**src/sv/nfts_pkg.sv**
```systemverilog
package nfts_pkg;

  localparam int TABLE_DEPTH = 256;
  localparam int IDX_W       = (TABLE_DEPTH > 1) ? $clog2(TABLE_DEPTH) : 1;
  localparam int CNT_W       = IDX_W + 1;
  localparam int FREQ_W      = 32;
  localparam int ENTRY_IDX_W = 8;
  localparam int MATCH_W     = 8;
  localparam int CFG_W       = 9;
  localparam logic [CFG_W-1:0] CFG_RESET = CFG_W'(256);

  typedef enum logic [2:0] {
    S_IDLE,
    S_CHK_LO,
    S_CHK_HI,
    S_PROBE,
    S_LOWER,
    S_UPPER,
    S_DONE
  } state_t;

  typedef enum logic [2:0] {
    ADDR_ZERO,
    ADDR_LAST,
    ADDR_MID_NEXT,
    ADDR_MID_DN,
    ADDR_MID_UP
  } addr_sel_t;

  typedef enum logic [2:0] {
    RES_ZERO,
    RES_LAST,
    RES_MID,
    RES_DN,
    RES_UP
  } res_sel_t;

  typedef struct packed {
    logic      ram_we;
    addr_sel_t addr_sel;
    logic      load_query;
    logic      bounds_init;
    logic      probe_step;
    logic      res_load;
    res_sel_t  res_sel;
    logic      out_load;
  } dp_cmd_t;

  typedef struct packed {
    logic q_lt;
    logic q_gt;
    logic probe_cont;
    logic mid_gt0;
    logic mid_up_ok;
    logic nb_closer;
  } dp_sts_t;

endpackage

```
**src/sv/nfts_ctrl.sv**
```systemverilog
module nfts_ctrl (
  input  logic              clk,
  input  logic              rst_n,
  input  logic              in_valid,
  input  logic              in_func,
  output logic              in_ready,
  output logic              out_valid,
  input  logic              out_ready,
  input  nfts_pkg::dp_sts_t sts,
  output nfts_pkg::dp_cmd_t cmd
);

  nfts_pkg::state_t state_r, state_nxt;
  logic             out_valid_r, out_valid_nxt;
  logic             in_xfer;
  logic             out_free;
  logic             exact;

  assign in_xfer  = in_valid && (state_r == nfts_pkg::S_IDLE);
  assign out_free = !out_valid_r || out_ready;
  assign exact    = !sts.q_lt && !sts.q_gt;

  always_comb begin
    state_nxt = state_r;
    unique case (state_r)
      nfts_pkg::S_IDLE: begin
        if (in_xfer && in_func) state_nxt = nfts_pkg::S_CHK_LO;
      end
      nfts_pkg::S_CHK_LO: begin
        state_nxt = sts.q_lt ? nfts_pkg::S_DONE : nfts_pkg::S_CHK_HI;
      end
      nfts_pkg::S_CHK_HI: begin
        state_nxt = sts.q_gt ? nfts_pkg::S_DONE : nfts_pkg::S_PROBE;
      end
      nfts_pkg::S_PROBE: begin
        if (exact || !sts.probe_cont) begin
          if (sts.mid_gt0)        state_nxt = nfts_pkg::S_LOWER;
          else if (sts.mid_up_ok) state_nxt = nfts_pkg::S_UPPER;
          else                    state_nxt = nfts_pkg::S_DONE;
        end
      end
      nfts_pkg::S_LOWER: begin
        if (sts.nb_closer)      state_nxt = nfts_pkg::S_DONE;
        else if (sts.mid_up_ok) state_nxt = nfts_pkg::S_UPPER;
        else                    state_nxt = nfts_pkg::S_DONE;
      end
      nfts_pkg::S_UPPER: begin
        state_nxt = nfts_pkg::S_DONE;
      end
      nfts_pkg::S_DONE: begin
        if (out_free) state_nxt = nfts_pkg::S_IDLE;
      end
      default: state_nxt = nfts_pkg::S_IDLE;
    endcase
  end

  always_comb begin
    cmd             = '0;
    cmd.addr_sel    = nfts_pkg::ADDR_ZERO;
    cmd.res_sel     = nfts_pkg::RES_MID;
    unique case (state_r)
      nfts_pkg::S_IDLE: begin
        cmd.ram_we     = in_xfer && !in_func;
        cmd.load_query = in_xfer && in_func;
      end
      nfts_pkg::S_CHK_LO: begin
        cmd.addr_sel = nfts_pkg::ADDR_LAST;
        cmd.res_load = sts.q_lt;
        cmd.res_sel  = nfts_pkg::RES_ZERO;
      end
      nfts_pkg::S_CHK_HI: begin
        cmd.res_load    = sts.q_gt;
        cmd.res_sel     = nfts_pkg::RES_LAST;
        cmd.bounds_init = !sts.q_gt;
        cmd.addr_sel    = nfts_pkg::ADDR_MID_NEXT;
      end
      nfts_pkg::S_PROBE: begin
        cmd.probe_step = 1'b1;
        if (exact || !sts.probe_cont) begin
          if (sts.mid_gt0) begin
            cmd.addr_sel = nfts_pkg::ADDR_MID_DN;
          end else if (sts.mid_up_ok) begin
            cmd.addr_sel = nfts_pkg::ADDR_MID_UP;
          end else begin
            cmd.res_load = 1'b1;
            cmd.res_sel  = nfts_pkg::RES_MID;
          end
        end else begin
          cmd.addr_sel = nfts_pkg::ADDR_MID_NEXT;
        end
      end
      nfts_pkg::S_LOWER: begin
        cmd.addr_sel = nfts_pkg::ADDR_MID_UP;
        if (sts.nb_closer) begin
          cmd.res_load = 1'b1;
          cmd.res_sel  = nfts_pkg::RES_DN;
        end else if (!sts.mid_up_ok) begin
          cmd.res_load = 1'b1;
          cmd.res_sel  = nfts_pkg::RES_MID;
        end
      end
      nfts_pkg::S_UPPER: begin
        cmd.res_load = 1'b1;
        cmd.res_sel  = sts.nb_closer ? nfts_pkg::RES_UP : nfts_pkg::RES_MID;
      end
      nfts_pkg::S_DONE: begin
        cmd.out_load = out_free;
      end
      default: begin
        cmd.addr_sel = nfts_pkg::ADDR_ZERO;
      end
    endcase
  end

  always_comb begin
    out_valid_nxt = out_valid_r;
    if (cmd.out_load)      out_valid_nxt = 1'b1;
    else if (out_ready)    out_valid_nxt = 1'b0;
  end

  always_ff @(posedge clk) begin
    if (!rst_n) begin
      state_r     <= nfts_pkg::S_IDLE;
      out_valid_r <= 1'b0;
    end else begin
      state_r     <= state_nxt;
      out_valid_r <= out_valid_nxt;
    end
  end

  assign in_ready  = (state_r == nfts_pkg::S_IDLE);
  assign out_valid = out_valid_r;

endmodule

```
**config.mk**
```make
export PLATFORM = sky130hd
export DESIGN_NAME = nfts_ctrl
export DESIGN_NICKNAME = d
export VERILOG_FILES = /design/src/sv/nfts_pkg.sv /design/src/sv/nfts_ctrl.sv
export SDC_FILE = /design/constraint.sdc
export NUM_CORES = 1
export LEC_CHECK = 0
export BUFFER_PORTS_ARGS = -buffer_cell sky130_fd_sc_hd__buf_2
export CORE_ASPECT_RATIO = 1.25
export CORE_MARGIN = 4
export CORE_UTILIZATION = 25
export CTS_BUF_LIST = sky130_fd_sc_hd__clkbuf_2
export CTS_CLUSTER_SIZE = 20
export DETAILED_ROUTE_END_ITERATION = 10
export PLACE_DENSITY_LB_ADDON = 0.2
export SLEW_MARGIN = 20
export SYNTH_ARGS = -nofsm -noshare
export SYNTH_HDL_FRONTEND = slang
export SYNTH_SLANG_ARGS = --single-unit
```
**constraint.sdc**
```tcl
create_clock -name clk -period 2.7 [get_ports clk]
set_input_delay 0.54 -clock clk [delete_from_list [all_inputs] [get_ports clk]]
set_output_delay 0.54 -clock clk [all_outputs]
set_load 0.1 [all_outputs]
```
==> flow_summary_export.csv <==
group,metric,value,unit
final_layout,multi_input_area,403,um2
logic_synthesis,yosysSeqAreaShare,17.2,%
sta,period_needed,2.44,ns
logic_synthesis,yosysWarningCount,0,
routing,avgViaCountPerCell,5.27,
clock_tree,insertion_delay,0.21,ns
routing,top_layer_used,"met4",
routing,wl_met2,637,um
final_layout,fillers,195,
logic_synthesis,synthArstFlopShare,0,%
sta,setup_slack,0.263,ns
pwr,swShare,60.6,%
worst_setup_path,endpoint_kind,"primary output",
pwr,powerDensity,641,nW/um2
floorplan,initial_core_util,26.4,%
logic_synthesis,netlist_area,467,um2
final_layout,postLayoutCoreUtil,39.5,%
run_status,status,"finished, final reports clean",
logic_synthesis,synth_top_cell_by_area,"dfxtp_1",
clock_tree,clock_path_buffers,2,
hold_path,hold_path_class,"flop to flop",
global_route,grt_max_degree,17,
worst_setup_path,cp_max_fo,8,
floorplan,dieArea,2630,um2
worst_setup_path,r2r_start,"state_r[2]",
worst_setup_path,critical_path.startpoint,"state_r[1]",
routing,drc,0,
global_route,grt_pass1_wl,2.42,mm
logic_synthesis,synth_edf_count,0,
final_layout,drive_gt1_share,41.3,%
routing,dr_wl_met3,105,um
floorplan,row_count,17,
pwr,intPower,0.176,mW
logic_synthesis,synth_flop_cell,"dfxtp_1",
pwr,power_frac_seq,18.4,%
clock_tree,cts_root_buf,"clkbuf_2",
logic_synthesis,syn_avg_cell_area,6.97,um2
pwr,clkPwrFrac,12.8,%
final_layout,fin_nets,107,
logic_synthesis,synth_nets,80,
pwr,power,0.448,mW
routing,dr.pass1.iters,3,
routing,wl,1.44,mm
clock_tree,cts.sinks,4,
pwr,power.net_switching,0.271,mW
worst_setup_path,cp.required,2.16,ns
routing,wl_met1,683,um
final_layout,diodes,0,
routing,drtIter0Drc,11,
floorplan,fp.dieW,46.6,um
hold_path,hold_start,"out_valid",
floorplan,io_pins,25,
place,port_buffers,24,
clock_tree,post_cts_resized,0,
clock_tree,postCtsHoldBufs,0,
pwr,ir_drop,0.335,mV
clock_tree,cts_made_buffers,3,
sta,rsz0062_at_grt,"false",
logic_synthesis,ys_seq_elements,4,
clock_tree,cts_max_level,1,
sta,timing.final.crit_share,90.3,%
place,place.gp.congestion,0.793,
sta,hold_viol_final,0,
sta,clock.fmax,410,MHz
final_layout,area_growth,49.6,%
pwr,comb_power_share,68.8,%
sta,final.setup.tns,0,ns
final_layout,ff_latch_area,80.1,um2
clock_tree,post_cts.repair.setup_buffers,0,
logic_synthesis,netlist_top_cells_count,"a21oi_1, nand2_1, nand2b_1, nor2_1",
routing,ant_nets,0,
sta,setup_violations,0,
clock_tree,cts_tree,"yes",
sta,drv_slew,0,
worst_setup_path,critPathKind,"flop to primary output",
sta,fin_skew,0.00259,ns
logic_synthesis,synth_area_leaders,"dfxtp_1, a21oi_1, nand2b_1, nand2_1, ha_1",
job,drv_cap,0,
pwr,p_leak,0.315,nW
logic_synthesis,synth_top_area_share,17.2,%
place,dp_hpwl,1.08,mm
place,place_ws,0.420,ns
floorplan,core_area,1770,um2
sta,whs,0.511,ns
global_route,groute.usage.overall,12.0,%
routing,wire_per_inst,13.0,um
worst_setup_path,cp_data_arrival_time,1.90,ns
logic_synthesis,synth_cells,67,
sta,worstMarginPinSlew,0.841,ns
clock_tree,cts.clk_slew.worst_paths,0.05,ns
logic_synthesis,ys_types,35,
sta,relSlewSlack,42.5,%
routing,vias,585,
global_route,grt_pass1_vias,580,
worst_setup_path,start_kind,"flop",
global_route,overflow,0,
global_route,antenna_found_initial,0,
floorplan,die-height,56.3,um
[layer usage]
metal,up-vias,global-route usage (%)
met5,-,0
met4,0,5.93
met3,2,0.962
met2,23,18.7
met1,258,16.1
li1,302,-
[per-stage QoR]
step                cells  instance area, um2
floorplan              67                 515
global placement      108                 683
detailed placement    108                 683
CTS                   111                 698
global route          111                 698
finish                111                 698
[flip-flops by register name, indices dropped and copies added (netlist names)]
register   count
state_r        3
out_valid      1
[cell usage in the layout, fill, tap and decap left out, types with 2 or more instances in the layout]
master / count
buf_2: 22
nand2_1: 7
a21oi_1: 6
nand2b_1: 5
nor2_1: 4
dfxtp_1: 4
inv_1: 3
o21ai_0: 3
clkbuf_2: 3
nor3_2: 2
ha_1: 2
buf_12: 2
buf_4: 2
[area by class of cell]
type | count | share of cell area [%]
multi-input combinational | 56 | 57.7
sequential | 4 | 11.5
timing repair buffer | 26 | 23.7
clock buffer | 3 | 2.15
tap | 19 | 3.41
inverter | 3 | 1.61
[logic make-up (layout without fill, tap and decap cells)]
| group | count (synthesis) | after routing | synth area share [%] |
|---|---|---|---|
| flip-flops | 4 | 4 | 17.2 |
| adder cells (fa/ha/maj) | 2 | 2 | 5.36 |
| multiplexers | 1 | 1 | 2.14 |
| AO/OA/AOI/OAI | 24 | 24 | 35.1 |
| AND/OR/NAND/NOR | 29 | 29 | 33.2 |
| buffers and inverters | 7 | 32 | 6.97 |
[worst max-delay path: stages (launching register included)]
cell and delay, ns:
dfxtp_1 0.49, inv_1 0.18, ha_1 0.39, a211oi_2 0.16, buf_2 0.45
[path summary, 6_finish.rpt]
path                endpoint  slack (ns)  cells after the start
hold reg to reg    out_valid        0.51                      2
setup reg to reg  state_r[2]        1.03                      4
hold / removal     out_valid        0.51                      2
setup / recovery      cmd[1]        0.26                      4
[power by group through the flow]
stage	combinational [mW]	sequential [mW]	clock, mW
after floorplan	0.243	0.0728	0
after global placement	0.308	0.0829	0
after detailed placement	0.308	0.0834	0
after CTS	0.309	0.0824	0.0591
after global routing	0.324	0.0842	0.0647
final	0.308	0.0822	0.0574
Power figures use the tool's default switching activity.
